[src/design/ring_record_log_addresser_macros.svh]
// Assertion macros for the ring record log addresser.
// Included by the top level; no other dependencies.
`ifndef RING_RECORD_LOG_ADDRESSER_MACROS_SVH
`define RING_RECORD_LOG_ADDRESSER_MACROS_SVH

`ifndef NO_ASSERTIONS

// The consequent must hold in the same cycle as the antecedent.
`define RRA_ASSERT_SAME(label, ante, cons) \
   label: assert property (@(posedge clock) disable iff (reset) (ante) |-> (cons)) \
      else $error("ring record log addresser: same-cycle check failed");

// The consequent must hold in the cycle after the antecedent.
`define RRA_ASSERT_NEXT(label, ante, cons) \
   label: assert property (@(posedge clock) disable iff (reset) (ante) |=> (cons)) \
      else $error("ring record log addresser: next-cycle check failed");

`else

`define RRA_ASSERT_SAME(label, ante, cons)
`define RRA_ASSERT_NEXT(label, ante, cons)

`endif

`endif

[src/design/rra_pkg.sv]
// Shared types and constants for the ring record log addresser.
// No dependencies; used by every module of the block.
package rra_pkg;

   // Field widths.
   localparam int CNT_W  = 11;
   localparam int LEN_W  = 10;
   localparam int OFS_W  = 20;
   localparam int BUF_W  = 20;
   localparam int PROD_W = CNT_W + LEN_W;
   localparam int SUM_W  = CNT_W + 1;
   localparam int KIND_W = 2;
   localparam int STAT_W = 2;

   // Ring limits; the field widths above are sized for them.
   localparam int unsigned MAX_SLOTS        = 1024;
   localparam int unsigned MAX_RECORD_BYTES = 512;

   // Configuration port.
   localparam int CSR_AW = 3;
   localparam int CSR_DW = 32;
   localparam logic REG_SLOT_COUNT   = 1'b0;
   localparam logic REG_RECORD_BYTES = 1'b1;
   localparam logic [CNT_W-1:0] SLOT_COUNT_RST   = 11'd1024;
   localparam logic [LEN_W-1:0] RECORD_BYTES_RST = 10'd512;

   // Request kinds.
   localparam logic [KIND_W-1:0] KIND_APPEND = 2'd0;
   localparam logic [KIND_W-1:0] KIND_READ   = 2'd1;
   localparam logic [KIND_W-1:0] KIND_RESET  = 2'd2;

   // Result status codes.
   localparam logic [STAT_W-1:0] STAT_OK       = 2'd0;
   localparam logic [STAT_W-1:0] STAT_BAD_SIZE = 2'd1;
   localparam logic [STAT_W-1:0] STAT_BUF_LOW  = 2'd2;

   // Datapath operations.
   typedef enum logic [3:0] {
      OP_NONE,
      OP_LOAD,
      OP_CLEAR,
      OP_ADVANCE,
      OP_MUL_IDX,
      OP_MUL_NUM,
      OP_CLIP,
      OP_START,
      OP_SPLIT
   } dp_op_type;

   // Result register loads.
   typedef enum logic [2:0] {
      EM_NONE,
      EM_ZERO,
      EM_SIZE,
      EM_BUF,
      EM_APPEND,
      EM_SEG1,
      EM_SEG2
   } emit_type;

   typedef struct packed {
      dp_op_type op;
      emit_type  emit;
   } dp_cmd_type;

   typedef struct packed {
      logic out_free;
      logic size_ok;
      logic buf_small;
      logic rd_empty;
      logic two_seg;
   } dp_stat_type;

   typedef enum logic [3:0] {
      ST_IDLE,
      ST_RST_OUT,
      ST_APP_CHK,
      ST_SIZE_ERR,
      ST_APP_MUL,
      ST_APP_OUT,
      ST_RD_MUL,
      ST_RD_CHK,
      ST_BUF_ERR,
      ST_RD_EMPTY,
      ST_RD_START,
      ST_RD_SPLIT,
      ST_SEG1,
      ST_SEG2
   } ctrl_state_type;

endpackage

[src/design/rra_csr.sv]
// Configuration registers (slot count, record length) behind an APB-style port.
// Depends on rra_pkg.
module rra_csr (
   input  logic                           clock,
   input  logic                           reset,
   input  logic                           csr_psel,
   input  logic                           csr_penable,
   input  logic                           csr_pwrite,
   input  logic [rra_pkg::CSR_AW-1:0]     csr_paddr,
   input  logic [rra_pkg::CSR_DW-1:0]     csr_pwdata,
   output logic [rra_pkg::CSR_DW-1:0]     csr_prdata,
   output logic                           csr_pready,
   output logic [rra_pkg::CNT_W-1:0]      slot_count,
   output logic [rra_pkg::LEN_W-1:0]      record_bytes
);
   import rra_pkg::*;

   logic [CNT_W-1:0] slot_count_ff, slot_count_in;
   logic [LEN_W-1:0] record_bytes_ff, record_bytes_in;
   logic             wr_en;
   logic             reg_sel;

   assign csr_pready = 1'b1;
   assign wr_en      = csr_psel & csr_penable & csr_pwrite & csr_pready;
   assign reg_sel    = csr_paddr[2];

   // Write decode.
   always_comb begin
      slot_count_in   = slot_count_ff;
      record_bytes_in = record_bytes_ff;
      if (wr_en) begin
         unique case (reg_sel)
            REG_SLOT_COUNT:   slot_count_in   = csr_pwdata[CNT_W-1:0];
            REG_RECORD_BYTES: record_bytes_in = csr_pwdata[LEN_W-1:0];
            default:          slot_count_in   = slot_count_ff;
         endcase
      end
   end

   always_ff @(posedge clock) begin
      if (reset) begin
         slot_count_ff   <= SLOT_COUNT_RST;
         record_bytes_ff <= RECORD_BYTES_RST;
      end else begin
         slot_count_ff   <= slot_count_in;
         record_bytes_ff <= record_bytes_in;
      end
   end

   // Read mux.
   always_comb begin
      unique case (reg_sel)
         REG_SLOT_COUNT:   csr_prdata = {{(CSR_DW-CNT_W){1'b0}}, slot_count_ff};
         REG_RECORD_BYTES: csr_prdata = {{(CSR_DW-LEN_W){1'b0}}, record_bytes_ff};
         default:          csr_prdata = '0;
      endcase
   end

   assign slot_count   = slot_count_ff;
   assign record_bytes = record_bytes_ff;

endmodule

[src/design/rra_ctrl.sv]
// Sequencing state machine for the ring record log addresser.
// Depends on rra_pkg; drives datapath commands and the request stall.
module rra_ctrl (
   input  logic                          clock,
   input  logic                          reset,
   input  logic                          req_valid,
   input  logic [rra_pkg::KIND_W-1:0]    req_kind,
   output logic                          req_stall,
   input  rra_pkg::dp_stat_type          stat,
   output rra_pkg::dp_cmd_type           cmd
);
   import rra_pkg::*;

   ctrl_state_type state_ff, state_in;

   always_ff @(posedge clock) begin
      if (reset) begin
         state_ff <= ST_IDLE;
      end else begin
         state_ff <= state_in;
      end
   end

   // Next state.
   always_comb begin
      state_in = state_ff;
      unique case (state_ff)
         ST_IDLE: begin
            if (req_valid) begin
               case (req_kind)
                  KIND_APPEND: state_in = ST_APP_CHK;
                  KIND_READ:   state_in = ST_RD_MUL;
                  KIND_RESET:  state_in = ST_RST_OUT;
                  default:     state_in = ST_IDLE;
               endcase
            end
         end
         ST_RST_OUT:  if (stat.out_free) state_in = ST_IDLE;
         ST_APP_CHK:  state_in = stat.size_ok ? ST_APP_MUL : ST_SIZE_ERR;
         ST_SIZE_ERR: if (stat.out_free) state_in = ST_IDLE;
         ST_APP_MUL:  state_in = ST_APP_OUT;
         ST_APP_OUT:  if (stat.out_free) state_in = ST_IDLE;
         ST_RD_MUL:   state_in = ST_RD_CHK;
         ST_RD_CHK: begin
            if (stat.buf_small)     state_in = ST_BUF_ERR;
            else if (stat.rd_empty) state_in = ST_RD_EMPTY;
            else                    state_in = ST_RD_START;
         end
         ST_BUF_ERR:  if (stat.out_free) state_in = ST_IDLE;
         ST_RD_EMPTY: if (stat.out_free) state_in = ST_IDLE;
         ST_RD_START: state_in = ST_RD_SPLIT;
         ST_RD_SPLIT: state_in = ST_SEG1;
         ST_SEG1: begin
            if (stat.out_free) state_in = stat.two_seg ? ST_SEG2 : ST_IDLE;
         end
         ST_SEG2:     if (stat.out_free) state_in = ST_IDLE;
         default:     state_in = ST_IDLE;
      endcase
   end

   // Commands to the datapath.
   always_comb begin
      cmd.op    = OP_NONE;
      cmd.emit  = EM_NONE;
      req_stall = (state_ff != ST_IDLE);
      unique case (state_ff)
         ST_IDLE:     if (req_valid) cmd.op = OP_LOAD;
         ST_RST_OUT: begin
            if (stat.out_free) begin
               cmd.op   = OP_CLEAR;
               cmd.emit = EM_ZERO;
            end
         end
         ST_APP_CHK:  if (stat.size_ok) cmd.op = OP_ADVANCE;
         ST_SIZE_ERR: if (stat.out_free) cmd.emit = EM_SIZE;
         ST_APP_MUL:  cmd.op = OP_MUL_IDX;
         ST_APP_OUT:  if (stat.out_free) cmd.emit = EM_APPEND;
         ST_RD_MUL:   cmd.op = OP_MUL_NUM;
         ST_RD_CHK:   if (!stat.buf_small && !stat.rd_empty) cmd.op = OP_CLIP;
         ST_BUF_ERR:  if (stat.out_free) cmd.emit = EM_BUF;
         ST_RD_EMPTY: if (stat.out_free) cmd.emit = EM_ZERO;
         ST_RD_START: cmd.op = OP_START;
         ST_RD_SPLIT: cmd.op = OP_SPLIT;
         ST_SEG1:     if (stat.out_free) cmd.emit = EM_SEG1;
         ST_SEG2:     if (stat.out_free) cmd.emit = EM_SEG2;
         default:     cmd.op = OP_NONE;
      endcase
   end

endmodule

[src/design/rra_dp.sv]
// Datapath: request latch, ring index and count, shared multiplier, window
// arithmetic and the result register. Depends on rra_pkg.
module rra_dp #(
   parameter int unsigned DATA_BASE = 512
) (
   input  logic                          clock,
   input  logic                          reset,
   input  rra_pkg::dp_cmd_type           cmd,
   output rra_pkg::dp_stat_type          stat,
   input  logic [rra_pkg::CNT_W-1:0]     slot_count,
   input  logic [rra_pkg::LEN_W-1:0]     record_bytes,
   input  logic [rra_pkg::LEN_W-1:0]     req_append_size,
   input  logic [rra_pkg::CNT_W-1:0]     req_newest_offset,
   input  logic [rra_pkg::CNT_W-1:0]     req_want_records,
   input  logic [rra_pkg::BUF_W-1:0]     req_buffer_bytes,
   input  logic                          req_read_order,
   output logic                          rsp_valid,
   input  logic                          rsp_stall,
   output logic [rra_pkg::OFS_W-1:0]     rsp_seg_offset,
   output logic [rra_pkg::CNT_W-1:0]     rsp_seg_records,
   output logic [rra_pkg::CNT_W-1:0]     rsp_total_records,
   output logic                          rsp_is_write,
   output logic [rra_pkg::STAT_W-1:0]    rsp_status,
   output logic                          rsp_last
);
   import rra_pkg::*;

   // Latched request and effective configuration.
   logic [LEN_W-1:0]  size_ff, size_in;
   logic [CNT_W-1:0]  offs_ff, offs_in;
   logic [CNT_W-1:0]  num_ff, num_in;
   logic [BUF_W-1:0]  buf_ff, buf_in;
   logic              order_ff, order_in;
   logic [CNT_W-1:0]  n_ff, n_in;
   logic [LEN_W-1:0]  len_ff, len_in;
   // Ring state.
   logic [CNT_W-1:0]  newest_ff, newest_in;
   logic [CNT_W-1:0]  stored_ff, stored_in;
   // Working registers.
   logic [CNT_W-1:0]  c_ff, c_in;
   logic [CNT_W-1:0]  idx_ff, idx_in;
   logic [CNT_W-1:0]  start_ff, start_in;
   logic [CNT_W-1:0]  first_ff, first_in;
   logic [PROD_W-1:0] prod_ff, prod_in;
   // Result register.
   logic              out_valid_ff, out_valid_in;
   logic [OFS_W-1:0]  out_ofs_ff, out_ofs_in;
   logic [CNT_W-1:0]  out_seg_ff, out_seg_in;
   logic [CNT_W-1:0]  out_tot_ff, out_tot_in;
   logic              out_wr_ff, out_wr_in;
   logic [STAT_W-1:0] out_st_ff, out_st_in;
   logic              out_last_ff, out_last_in;

   logic [CNT_W-1:0]  n_eff;
   logic [LEN_W-1:0]  len_eff;
   logic [CNT_W-1:0]  mul_a;
   logic [CNT_W-1:0]  stored_adv;
   logic [SUM_W-1:0]  offs_num;
   logic [SUM_W-1:0]  win_last;
   logic [SUM_W-1:0]  fwd_pos;
   logic [SUM_W-1:0]  fwd_lim;
   logic [SUM_W-1:0]  start_sum;
   logic [OFS_W-1:0]  slot_ofs;
   logic              two_seg;

   // Clamp the configuration into its usable range.
   always_comb begin
      n_eff   = (slot_count == '0) ? CNT_W'(1) : slot_count;
      len_eff = (record_bytes == '0) ? LEN_W'(1) : record_bytes;
      if (32'(n_eff) > MAX_SLOTS) n_eff = CNT_W'(MAX_SLOTS);
      if (32'(len_eff) > MAX_RECORD_BYTES) len_eff = LEN_W'(MAX_RECORD_BYTES);
   end

   // Shared multiplier; the operand depends on the step.
   always_comb begin
      case (cmd.op)
         OP_MUL_IDX: mul_a = newest_ff;
         OP_MUL_NUM: mul_a = num_ff;
         OP_SPLIT:   mul_a = start_ff;
         default:    mul_a = '0;
      endcase
   end

   // Window arithmetic terms.
   assign stored_adv = (stored_ff < n_ff) ? stored_ff + CNT_W'(1) : stored_ff;
   assign offs_num   = {1'b0, offs_ff} + {1'b0, num_ff};
   assign win_last   = offs_num - SUM_W'(1);
   assign fwd_pos    = {1'b0, idx_ff} + {1'b0, offs_ff} + SUM_W'(1);
   assign fwd_lim    = {1'b0, c_ff} - {1'b0, offs_ff} - SUM_W'(1);
   assign start_sum  = {1'b0, start_ff} + {1'b0, num_ff};
   assign two_seg    = first_ff < num_ff;
   assign slot_ofs   = OFS_W'(DATA_BASE) + prod_ff[OFS_W-1:0];

   // Datapath register updates per operation.
   always_comb begin
      size_in   = size_ff;
      offs_in   = offs_ff;
      num_in    = num_ff;
      buf_in    = buf_ff;
      order_in  = order_ff;
      n_in      = n_ff;
      len_in    = len_ff;
      newest_in = newest_ff;
      stored_in = stored_ff;
      c_in      = c_ff;
      idx_in    = idx_ff;
      start_in  = start_ff;
      first_in  = first_ff;
      prod_in   = prod_ff;
      case (cmd.op) inside
         OP_LOAD: begin
            size_in  = req_append_size;
            offs_in  = req_newest_offset;
            num_in   = req_want_records;
            buf_in   = req_buffer_bytes;
            order_in = req_read_order;
            n_in     = n_eff;
            len_in   = len_eff;
         end
         OP_CLEAR: begin
            newest_in = '0;
            stored_in = '0;
         end
         OP_ADVANCE: begin
            stored_in = stored_adv;
            if (stored_adv == CNT_W'(1) || newest_ff >= n_ff - CNT_W'(1)) begin
               newest_in = '0;
            end else begin
               newest_in = newest_ff + CNT_W'(1);
            end
         end
         OP_MUL_IDX, OP_MUL_NUM: begin
            prod_in = {{LEN_W{1'b0}}, mul_a} * {{CNT_W{1'b0}}, len_ff};
            c_in    = (stored_ff < n_ff) ? stored_ff : n_ff;
         end
         OP_CLIP: begin
            if (offs_num > {1'b0, c_ff}) num_in = c_ff - offs_ff;
            idx_in = (newest_ff < n_ff) ? newest_ff : n_ff - CNT_W'(1);
         end
         OP_START: begin
            if (!order_ff) begin
               if ({1'b0, idx_ff} < fwd_lim) start_in = fwd_pos[CNT_W-1:0];
               else start_in = fwd_pos[CNT_W-1:0] - c_ff;
            end else begin
               if ({1'b0, idx_ff} < win_last) begin
                  start_in = c_ff + idx_ff - win_last[CNT_W-1:0];
               end else begin
                  start_in = idx_ff - win_last[CNT_W-1:0];
               end
            end
         end
         OP_SPLIT: begin
            prod_in  = {{LEN_W{1'b0}}, mul_a} * {{CNT_W{1'b0}}, len_ff};
            first_in = (start_sum >= {1'b0, n_ff}) ? n_ff - start_ff : num_ff;
         end
         default: prod_in = prod_ff;
      endcase
   end

   // Result register load.
   always_comb begin
      out_valid_in = out_valid_ff & rsp_stall;
      out_ofs_in   = out_ofs_ff;
      out_seg_in   = out_seg_ff;
      out_tot_in   = out_tot_ff;
      out_wr_in    = out_wr_ff;
      out_st_in    = out_st_ff;
      out_last_in  = out_last_ff;
      if (cmd.emit != EM_NONE) begin
         out_valid_in = 1'b1;
         out_ofs_in   = '0;
         out_seg_in   = '0;
         out_tot_in   = '0;
         out_wr_in    = 1'b0;
         out_st_in    = STAT_OK;
         out_last_in  = 1'b1;
         case (cmd.emit)
            EM_SIZE: out_st_in = STAT_BAD_SIZE;
            EM_BUF:  out_st_in = STAT_BUF_LOW;
            EM_APPEND: begin
               out_ofs_in = slot_ofs;
               out_seg_in = CNT_W'(1);
               out_wr_in  = 1'b1;
            end
            EM_SEG1: begin
               out_ofs_in  = slot_ofs;
               out_seg_in  = two_seg ? first_ff : num_ff;
               out_tot_in  = num_ff;
               out_last_in = !two_seg;
            end
            EM_SEG2: begin
               out_ofs_in = OFS_W'(DATA_BASE);
               out_seg_in = num_ff - first_ff;
               out_tot_in = num_ff;
            end
            default: out_st_in = STAT_OK;
         endcase
      end
   end

   // Control state.
   always_ff @(posedge clock) begin
      if (reset) begin
         newest_ff    <= '0;
         stored_ff    <= '0;
         out_valid_ff <= 1'b0;
      end else begin
         newest_ff    <= newest_in;
         stored_ff    <= stored_in;
         out_valid_ff <= out_valid_in;
      end
   end

   // Payload and working registers.
   always_ff @(posedge clock) begin
      size_ff     <= size_in;
      offs_ff     <= offs_in;
      num_ff      <= num_in;
      buf_ff      <= buf_in;
      order_ff    <= order_in;
      n_ff        <= n_in;
      len_ff      <= len_in;
      c_ff        <= c_in;
      idx_ff      <= idx_in;
      start_ff    <= start_in;
      first_ff    <= first_in;
      prod_ff     <= prod_in;
      out_ofs_ff  <= out_ofs_in;
      out_seg_ff  <= out_seg_in;
      out_tot_ff  <= out_tot_in;
      out_wr_ff   <= out_wr_in;
      out_st_ff   <= out_st_in;
      out_last_ff <= out_last_in;
   end

   // Status toward the controller.
   assign stat.out_free  = !out_valid_ff || !rsp_stall;
   assign stat.size_ok   = (size_ff == len_ff);
   assign stat.buf_small = ({1'b0, buf_ff} < prod_ff);
   assign stat.rd_empty  = (c_ff == '0) || (offs_ff >= c_ff) || (num_ff == '0);
   assign stat.two_seg   = two_seg;

   assign rsp_valid         = out_valid_ff;
   assign rsp_seg_offset    = out_ofs_ff;
   assign rsp_seg_records   = out_seg_ff;
   assign rsp_total_records = out_tot_ff;
   assign rsp_is_write      = out_wr_ff;
   assign rsp_status        = out_st_ff;
   assign rsp_last          = out_last_ff;

endmodule

[src/design/ring_record_log_addresser.sv]
// Ring record log addresser: one request at a time; no new request is taken
// until the controller is back in idle. Reset, size error, append, buffer error,
// empty read and read (with a second wrap segment after the first) each end in
// the result register; an unused kind is dropped. The controller walks the
// single shared multiplier step by step, and result stalls hold it in place.
// Synchronous reset empties the log and restores slot_count 1024, record_bytes 512.
module ring_record_log_addresser #(
   parameter int unsigned DATA_BASE = 512
) (
   input  logic                          clock,
   input  logic                          reset,
   // Request channel.
   input  logic                          req_valid,
   output logic                          req_stall,
   input  logic [rra_pkg::KIND_W-1:0]    req_kind,
   input  logic [rra_pkg::LEN_W-1:0]     req_append_size,
   input  logic [rra_pkg::CNT_W-1:0]     req_newest_offset,
   input  logic [rra_pkg::CNT_W-1:0]     req_want_records,
   input  logic [rra_pkg::BUF_W-1:0]     req_buffer_bytes,
   input  logic                          req_read_order,
   // Result channel.
   output logic                          rsp_valid,
   input  logic                          rsp_stall,
   output logic [rra_pkg::OFS_W-1:0]     rsp_seg_offset,
   output logic [rra_pkg::CNT_W-1:0]     rsp_seg_records,
   output logic [rra_pkg::CNT_W-1:0]     rsp_total_records,
   output logic                          rsp_is_write,
   output logic [rra_pkg::STAT_W-1:0]    rsp_status,
   output logic                          rsp_last,
   // Configuration port.
   input  logic                          csr_psel,
   input  logic                          csr_penable,
   input  logic                          csr_pwrite,
   input  logic [rra_pkg::CSR_AW-1:0]    csr_paddr,
   input  logic [rra_pkg::CSR_DW-1:0]    csr_pwdata,
   output logic [rra_pkg::CSR_DW-1:0]    csr_prdata,
   output logic                          csr_pready
);
   import rra_pkg::*;

`include "ring_record_log_addresser_macros.svh"

   logic [CNT_W-1:0] slot_count;
   logic [LEN_W-1:0] record_bytes;
   dp_cmd_type       cmd;
   dp_stat_type      stat;
   logic             req_known;
   logic             append_shape_ok;
   logic             split_shape_ok;

   rra_csr u_csr (
      .clock        (clock),
      .reset        (reset),
      .csr_psel     (csr_psel),
      .csr_penable  (csr_penable),
      .csr_pwrite   (csr_pwrite),
      .csr_paddr    (csr_paddr),
      .csr_pwdata   (csr_pwdata),
      .csr_prdata   (csr_prdata),
      .csr_pready   (csr_pready),
      .slot_count   (slot_count),
      .record_bytes (record_bytes)
   );

   rra_ctrl u_ctrl (
      .clock     (clock),
      .reset     (reset),
      .req_valid (req_valid),
      .req_kind  (req_kind),
      .req_stall (req_stall),
      .stat      (stat),
      .cmd       (cmd)
   );

   rra_dp #(
      .DATA_BASE (DATA_BASE)
   ) u_dp (
      .clock             (clock),
      .reset             (reset),
      .cmd               (cmd),
      .stat              (stat),
      .slot_count        (slot_count),
      .record_bytes      (record_bytes),
      .req_append_size   (req_append_size),
      .req_newest_offset (req_newest_offset),
      .req_want_records  (req_want_records),
      .req_buffer_bytes  (req_buffer_bytes),
      .req_read_order    (req_read_order),
      .rsp_valid         (rsp_valid),
      .rsp_stall         (rsp_stall),
      .rsp_seg_offset    (rsp_seg_offset),
      .rsp_seg_records   (rsp_seg_records),
      .rsp_total_records (rsp_total_records),
      .rsp_is_write      (rsp_is_write),
      .rsp_status        (rsp_status),
      .rsp_last          (rsp_last)
   );

   // Terms used by the checks below.
   assign req_known = (req_kind == KIND_APPEND) || (req_kind == KIND_READ)
                      || (req_kind == KIND_RESET);
   assign append_shape_ok = (rsp_seg_records == CNT_W'(1)) && rsp_last
                            && (rsp_status == STAT_OK);
   assign split_shape_ok = (rsp_status == STAT_OK) && !rsp_is_write
                           && (rsp_total_records > rsp_seg_records);

   // A request of a known kind makes the controller busy in the cycle after it is taken.
   `RRA_ASSERT_NEXT(a_busy_after_accept, req_valid && !req_stall && req_known, req_stall)

   // An append write always covers one record, ends its request and is good.
   `RRA_ASSERT_SAME(a_append_shape, rsp_valid && rsp_is_write, append_shape_ok)

   // A first wrap segment only comes from a successful, nonempty read.
   `RRA_ASSERT_SAME(a_split_read, rsp_valid && !rsp_last, split_shape_ok)

   // The datapath never loads a result while the held one is stalled.
   `RRA_ASSERT_SAME(a_no_overwrite, cmd.emit != EM_NONE, !rsp_valid || !rsp_stall)

endmodule
[config.mk]
export PLATFORM = sky130hd
export DESIGN_NAME = ring_record_log_addresser
export DESIGN_NICKNAME = d
export VERILOG_FILES = /design/src/design/rra_pkg.sv /design/src/design/rra_csr.sv /design/src/design/rra_ctrl.sv /design/src/design/rra_dp.sv /design/src/design/ring_record_log_addresser.sv
export VERILOG_INCLUDE_DIRS = /design/src /design/src/design
export SDC_FILE = /design/constraint.sdc
export NUM_CORES = 1
export LEC_CHECK = 0
export ABC_AREA = 1
export BUFFER_PORTS_ARGS = -buffer_cell sky130_fd_sc_hd__clkbuf_2
export CORE_UTILIZATION = 54
export DETAILED_ROUTE_END_ITERATION = 6
export GPL_ROUTABILITY_DRIVEN = 0
export PLACE_DENSITY = 0.73
export REMOVE_ABC_BUFFERS = 1
export SYNTH_ARGS = -nofsm -noshare
export SYNTH_HDL_FRONTEND = slang
export SYNTH_SLANG_ARGS = --single-unit
[constraint.sdc]
create_clock -name clock -period 8.6 [get_ports clock]
set_input_delay 0.86 -clock clock [delete_from_list [all_inputs] [get_ports clock]]
set_output_delay 0.86 -clock clock [all_outputs]
set_load 0.03 [all_outputs]
==> results of run 1 <==
## worst reg2reg max path, stage by stage, from the launching register on
cell,delay [ns]
dfxtp_1,0.42
inv_1,0.06
nor2_1,0.08
inv_1,0.08
nor2_1,0.10
buf_4,0.23
inv_1,0.25
o221ai_2,0.59
nand2_1,0.17
fa_1,0.53
inv_1,0.05
fa_1,0.50
inv_1,0.05
fa_1,0.47
inv_1,0.05
fa_1,0.53
inv_1,0.06
fa_1,0.52
inv_1,0.04
ha_1,0.34
a21oi_1,0.19
o21ai_0,0.10
a21oi_1,0.11
o21ai_0,0.18
a31oi_1,0.27
o21ai_0,0.14
xor2_1,0.15
## layout by cell type, fill, tap and decap left out, types with 6 or more instances in the layout
| cell | instances |
|---|---|
| xor2_1 | 96 |
| clkinvlp_4 | 6 |
| a21o_1 | 9 |
| nand3b_1 | 7 |
| xnor2_1 | 33 |
| clkbuf_16 | 27 |
| o21ai_1 | 7 |
| inv_2 | 11 |
| nand2_1 | 566 |
| inv_1 | 441 |
| clkbuf_2 | 132 |
| nand3_1 | 115 |
| nor2_1 | 166 |
| nand2_2 | 13 |
| ha_1 | 241 |
| conb_1 | 22 |
| o221ai_2 | 11 |
| nor3_1 | 38 |
| o21ai_0 | 151 |
| nand4_1 | 38 |
| or2_2 | 9 |
| fa_1 | 89 |
| dfxtp_1 | 48 |
| nor4_1 | 10 |
| a31oi_1 | 6 |
| a21oi_1 | 201 |
| edfxtp_1 | 185 |
| o211ai_1 | 8 |
| nand3_2 | 6 |
## per-layer routing
| layer | track usage, % | vias up | routed length, um |
|---|---|---|---|
| li1 | - | 8850 | - |
| met1 | 38.3 | 8487 | 23800 |
| met2 | 43.0 | 779 | 23900 |
| met3 | 5.08 | 122 | 5320 |
| met4 | 9.38 | 0 | 1740 |
| met5 | 0 | - | 0 |
## kinds of logic after synthesis
group	Yosys count
adder cells (fa/ha/maj)	330
other	2
AND/OR/NAND/NOR	987
XOR/XNOR	129
buffers and inverters	533
AO/OA/AOI/OAI	428
flip-flops	233
## through the flow
step | util, % | setup slack (ns) | cell area (sq um)
global placement | 57.4 | 2.21 | 22200
global route | 59.7 | 1.65 | 23100
finish | 59.7 | 2.07 | 23100
detailed placement | 57.4 | 2.16 | 22200
CTS | 59.7 | 2.14 | 23100
floorplan | - | 2.27 | 20900
## registers in the layout, summed over array words and instances, names as in the netlist, 2 cells and up
signal,count
u_dp.rsp_status,2
u_csr.slot_count,11
u_dp.idx_ff,11
u_dp.rsp_total_records,11
u_dp.buf_ff,20
u_dp.start_ff,11
u_dp.n_ff,11
u_dp.rsp_seg_offset,20
u_dp.rsp_seg_records,11
u_csr.record_bytes,10
u_dp.c_ff,11
u_dp.num_ff,11
u_dp.offs_ff,11
u_dp.first_ff,11
u_dp.stored_ff,11
u_ctrl.state_ff,4
u_dp.size_ff,10
u_dp.len_ff,10
u_dp.newest_ff,11
u_dp.prod_ff,21
## path summary, 6_finish.rpt
path,depth (start not counted),to,from
setup reg to reg,26,u_dp.prod_ff[19]$_DFFE_PP_,u_ctrl.state_ff[3]$_SDFFE_PP0P_
hold / removal,0,u_dp.n_ff[10]$_SDFFCE_PN1P_,u_csr.slot_count[10]$_SDFFE_PP1P_
hold reg to reg,0,u_dp.n_ff[10]$_SDFFCE_PN1P_,u_csr.slot_count[10]$_SDFFE_PP1P_
setup / recovery,26,u_dp.prod_ff[19]$_DFFE_PP_,u_ctrl.state_ff[3]$_SDFFE_PP0P_
## final cells by class
class / count / area [sq um] / area share, %
clock buffer: 31 / 701 / 3.03
clock inverter: 19 / 168 / 0.725
inverter: 455 / 1710 / 7.39
multi-input combinational: 1896 / 12700 / 54.9
sequential: 233 / 6520 / 28.2
tap: 518 / 648 / 2.80
timing repair buffer: 136 / 691 / 2.99
## power breakdown
part | switching (mW) | total, mW | internal (mW)
sequential | 0.259 | 1.79 | 1.53
clock | 0.502 | 1.13 | 0.626
combinational | 2.69 | 4.12 | 1.44
total | 3.45 | 7.04 | 3.60
==> flow_summary.toml, run 1 <==
[placement]
dp.cells = 3238
portBuffers = 132
dp_hpwl_mm = 43.5

[critical_path]
crit_slowest_cell = "o221ai_2"
rrSetupSlack_ns = 2.07
cp_max_fo = 14
path_buf_inv = 9
max_stage_delay_ns = 0.59
cp.arrival_ns = 6.84
required_ns = 8.91
setup.worst_path.start_class = "flop"
criticalPathCategory = "flop to flop"
endpoint_kind = "flop"
cpMostUsedCell = "inv_1"
cp_top_family = "adder cells"

[yosys]
syn_area_sq_um = 21300
synthTopCellsByCount = "567 x nand2_1, 442 x inv_1, 241 x ha_1"
ys_warn_count = 0
yosys-top-cells-area = "edfxtp_1 26%, ha_1 14%, nand2_1 10%, fa_1 8.4%, inv_1 7.8%"
synthAdderAreaFrac_pct = 22.6
yosysSeqAreaShare_pct = 30.6
syn_area_per_cell_sq_um = 8.05
muxShareOfSynthArea_pct = 0
synth.most_common_cell = "nand2_1"
synth-seq-cells = 233
syn_inst = 2642
netlist.area_leader.share_pct = 26.1
synth-edff-count = 185
synthXorXnorAreaFrac_pct = 5.31
yosysTopAreaCell = "edfxtp_1"
yosys_most_used_dff = "edfxtp_1"
synth_top_family_by_area = "adder cells"
synth-simple-area-share_pct = 20.1
synth_compound_area_share_pct = 11.3
async_flop_share_pct = 0
ys_types = 53

[floorplan]
num_rows = 72
design.die.area_sq_um = 40200
core_area_sq_um = 38700
ios = 178
start_util_pct = 54.9
die_x_um = 200
die_h_um = 200

[sta]
period_minus_slack_ns = 6.53
holdWs_ns = 0.461
slew_viol_final = 0
fmax_ghz = 0.153
slew_headroom_pct = 25.6
hold_violations = 0
worst_pin_slew_ns = 1.11
skew_ns = 0.0192
fin_crit_sh_pct = 76.0
finalSetupViolCount = 0
rsz0062_at_grt = "false"
finalSetupTns_ns = 0

[global_route]
grt-ovfl-total = 0
antenna_found_initial = 0
grt_max_degree = 86
gr-usage-all-layers_pct = 27.5
grt_pass1_wl_mm = 89.0
grt_pass1_vias = 17700

[detailed_routing]
ant_nets = 0
drc = 0
dr.pass1.iters = 7
vias = 18200
drtIter0Drc = 1822
viasPerCell = 5.55
wire_per_inst_um = 16.7
wl_mm = 54.8

[layout]
num_antenna_cells = 0
layoutNonFillerInstCount = 3288
nFillCells = 3386
area_growth_pct = 8.68
drive_gt1_share_pct = 9.21
layout.nets = 3176

[clocking]
cts.sinks = 233
tritoncts = "done"
ctsHoldBuffers = 0
htreeDepth = 1
cts_resized = 0
numCtsBuffers = 27
clk_latency_ns = 0.57
postCtsSetupRepairBufs = 0
clk_pin_slew_ns = 0.07
root_buffer = "clkbuf_16"
cts.path.max_buffers = 3

[power_and_ir_drop]
p_per_area_nw_per_um2 = 305
vdd_drop_max_uv = 173
power.total_mw = 7.04
power.leakage_nw = 11.5

[flow_run]
max-cap-violations = 0

[hold_path]
hp-class = "flop to flop"

[status]
outcome = "completed"
No activity file was read; power rests on OpenSTA's default activity.
==> run 2, diff against run 1 <==
--- a/config.mk
+++ b/config.mk
@@ -6,12 +6,12 @@
 export SDC_FILE = /design/constraint.sdc
 export NUM_CORES = 1
 export LEC_CHECK = 0
-export ABC_AREA = 1
+export ABC_AREA = 0
 export BUFFER_PORTS_ARGS = -buffer_cell sky130_fd_sc_hd__clkbuf_2
 export CORE_UTILIZATION = 54
 export DETAILED_ROUTE_END_ITERATION = 6
 export GPL_ROUTABILITY_DRIVEN = 0
-export PLACE_DENSITY = 0.73
+export PLACE_DENSITY = 0.76
 export REMOVE_ABC_BUFFERS = 1
 export SYNTH_ARGS = -nofsm -noshare
 export SYNTH_HDL_FRONTEND = slang
==> constraint.sdc (replaced) <==
create_clock -name clock -period 5.4 [get_ports clock]
set_input_delay 0.54 -clock clock [delete_from_list [all_inputs] [get_ports clock]]
set_output_delay 0.54 -clock clock [all_outputs]
set_load 0.03 [all_outputs]
==> run 2 against run 1 <==
Against the previous run:
- the run now ends with negative setup slack left
- area after synthesis is 4.6% lower
- global-route usage increased by 1.9 points
- core utilization up 5.2 points
- synthesized cell count down 20%
- flip-flop and latch count stayed put
- power grew 88%
- register-to-register slack got worse by 2.8 ns
- highest routed layer is now met5
==> flow_summary.toml, run 2 <==
[sta]
finalSetupViolCount = 9
fin_crit_sh_pct = 113
rsz0062_at_grt = "true"
slew_headroom_pct = 12.6
period_minus_slack_ns = 6.11
finalSetupTns_ns = -3.30
slew_viol_final = 0
setup_ws_ns = -0.708
fmax_ghz = 0.164
worst_pin_slew_ns = 1.31
skew_ns = 0.0288
hold_violations = 0

[detailed_routing]
drc = 0
wl_mm = 58.3
ant_nets = 0
dr.pass1.iters = 6
vias = 17200
viasPerCell = 6.04
drtIter0Drc = 1534
wire_per_inst_um = 20.5

[global_route]
grt_pass1_wl_mm = 88.9
grt_pass1_vias = 17000
grt_max_degree = 49
gr-usage-all-layers_pct = 29.4
antenna_found_initial = 1
grt-ovfl-total = 0

[critical_path]
r2r_cells = 26
max_stage_delay_ns = 0.56
cp-startpoint = "u_ctrl.state_ff[3]$_SDFFE_PP0P_"
reg2reg_to = "u_dp.prod_ff[20]$_DFFE_PP_"
required_ns = 5.71
rrSetupSlack_ns = -0.71
criticalPathCategory = "flop to flop"
cpMostUsedCell = "fa_1"
worstReg2RegStart = "u_ctrl.state_ff[3]$_SDFFE_PP0P_"
cp_top_family = "adder cells"
setup.worst_path.start_class = "flop"
endpoint_kind = "flop"
path_buf_inv = 6
cp.arrival_ns = 6.42
cp_max_fo = 7
crit_slowest_cell = "fa_1"

[power_and_ir_drop]
p_per_area_nw_per_um2 = 555
power.total_mw = 13.3
p_seq_share_pct = 22.1
intPower_mw = 7.18
power.leakage_nw = 10.9
clockPowerShare_pct = 14.3
power.net_switching_mw = 6.07
vdd_drop_max_uv = 383
p_comb_share_pct = 63.6
switching_share_pct = 45.8

[layout]
largest_register = "u_dp.prod_ff"
area_growth_pct = 17.7
num_antenna_cells = 0
largest_reg_flops = 21
layout.nets = 2783
drive_gt1_share_pct = 19.4
layoutNonFillerInstCount = 2844
finish.utilization_pct = 64.9
nFillCells = 2807
final_common_cell = "ha_1"
final_cell_mix = "229 x ha_1, 191 x inv_1, 185 x edfxtp_1"

[placement]
portBuffers = 132
dp_slack_ns = -1.16
dp_hpwl_mm = 43.1
dp.cells = 2765

[clocking]
cts.sinks = 233
ctsHoldBuffers = 0
tritoncts = "done"
root_buffer = "clkbuf_16"
clk_latency_ns = 0.58
clk_pin_slew_ns = 0.06
cts.path.max_buffers = 3
numCtsBuffers = 28
htreeDepth = 1

[yosys]
ys_types = 74
async_flop_share_pct = 0
synth-simple-area-share_pct = 15.9
ys_warn_count = 0
muxShareOfSynthArea_pct = 3.26
synth_top_family_by_area = "adder cells"
synth_compound_area_share_pct = 13.7
yosys-top-cells-area = "edfxtp_1 27%, ha_1 15%, fa_1 8.8%, dfxtp_1 4.7%, inv_1 3.7%"
synthTopCellsByCount = "241 x ha_1, 202 x inv_1, 185 x edfxtp_1"
yosysSeqAreaShare_pct = 32.1
synthXorXnorAreaFrac_pct = 5.57
synthAdderAreaFrac_pct = 23.6
yosysTopAreaCell = "edfxtp_1"
synth-seq-cells = 233
syn_area_sq_um = 20300
synth-edff-count = 185
syn_inst = 2110
netlist.area_leader.share_pct = 27.4
syn_area_per_cell_sq_um = 9.62
yosys_most_used_dff = "edfxtp_1"
synth.most_common_cell = "ha_1"

[floorplan]
die_h_um = 196
design.die.area_sq_um = 38300
start_util_pct = 55.2
core_area_sq_um = 36800
num_rows = 70
die_x_um = 196
ios = 178

[hold_path]
hp-start = "req_buffer_bytes[6]"
hp-class = "input port to flop"
hold_depth = 1
min_to = "u_dp.buf_ff[6]$_DFFE_PP_"

[status]
outcome = "complete, but fails checks"
violations = "negative setup slack"

[flow_run]
max-cap-violations = 0
==> run 2: how the worst max path moves through the flow <==
stage / to / slack [ns] / cells past startpoint
finish: u_dp.prod_ff[20]$_DFFE_PP_ / -0.71 / 26
floorplan: u_dp.prod_ff[20]$_DFFE_PP_ / -1.86 / 22
CTS: u_dp.prod_ff[20]$_DFFE_PP_ / -0.66 / 25
global placement: u_dp.prod_ff[20]$_DFFE_PP_ / -0.93 / 24
global route: u_dp.prod_ff[20]$_DFFE_PP_ / -0.91 / 25
detailed placement: u_dp.prod_ff[20]$_DFFE_PP_ / -1.16 / 25
==> run 2: cell families (layout without fill, tap and decap cells) <==
kind of cell / after synthesis / count (layout)
other: 2 / 22
xor gates and xnor gates: 129 / 129
and+or+nand+nor: 637 / 637
muxes: 62 / 62
adders and majority gates: 330 / 330
buffers and inverters: 288 / 534
AOI/OAI and AO/OA: 429 / 429
DFF: 233 / 233
==> run 2: stage by stage <==
step | hold slack [ns] | area, sq um
floorplan | 0.440 | 20000
global placement | 0.475 | 22200
detailed placement | 0.482 | 22200
CTS | 0.120 | 23500
global route | 0.125 | 23900
finish | 0.135 | 23900
==> run 2: routing by layer <==
| metal | GRT usage (%) | vias up | share of wire, % |
|---|---|---|---|
| met5 | 0 | - | 0.022 |
| met4 | 13.1 | 2 | 5.4 |
| met3 | 4.93 | 221 | 8.2 |
| met2 | 48.9 | 822 | 47 |
| met1 | 37.5 | 8208 | 39 |
| li1 | - | 7919 | - |
==> run 2: repair_timing <==
item | 4_1_cts | 5_1_grt
cloned | 1 | 0
pin swaps | 43 | 35
setup endpoints to repair | 11 | 15
gates resized for setup | 66 | 58
endpoints found under the hold margin | 0 | 0
setup buffers | 21 | 13
==> run 2: cell type report <==
class                   count  area [sq um]  area share, %
inverters                 202           761           3.19
repair buffers            282          1860           7.78
multi-input cells        1609         13200           55.4
clock inverters            12           101          0.425
clock buffers              38           822           3.44
flip-flops and latches    233          6530           27.4
well taps                 468           586           2.45
==> run 2: power by group through the flow <==
stage | clock [mW] | sequential [mW] | combinational (mW)
6_report | 1.90 | 2.92 | 8.43
5_1_grt | 1.98 | 2.94 | 9.23
4_1_cts | 1.92 | 2.89 | 8.12
3_5_place_dp | 0 | 2.91 | 7.93
3_3_place_gp | 0 | 2.91 | 7.65
2_1_floorplan | 0 | 3.06 | 5.55
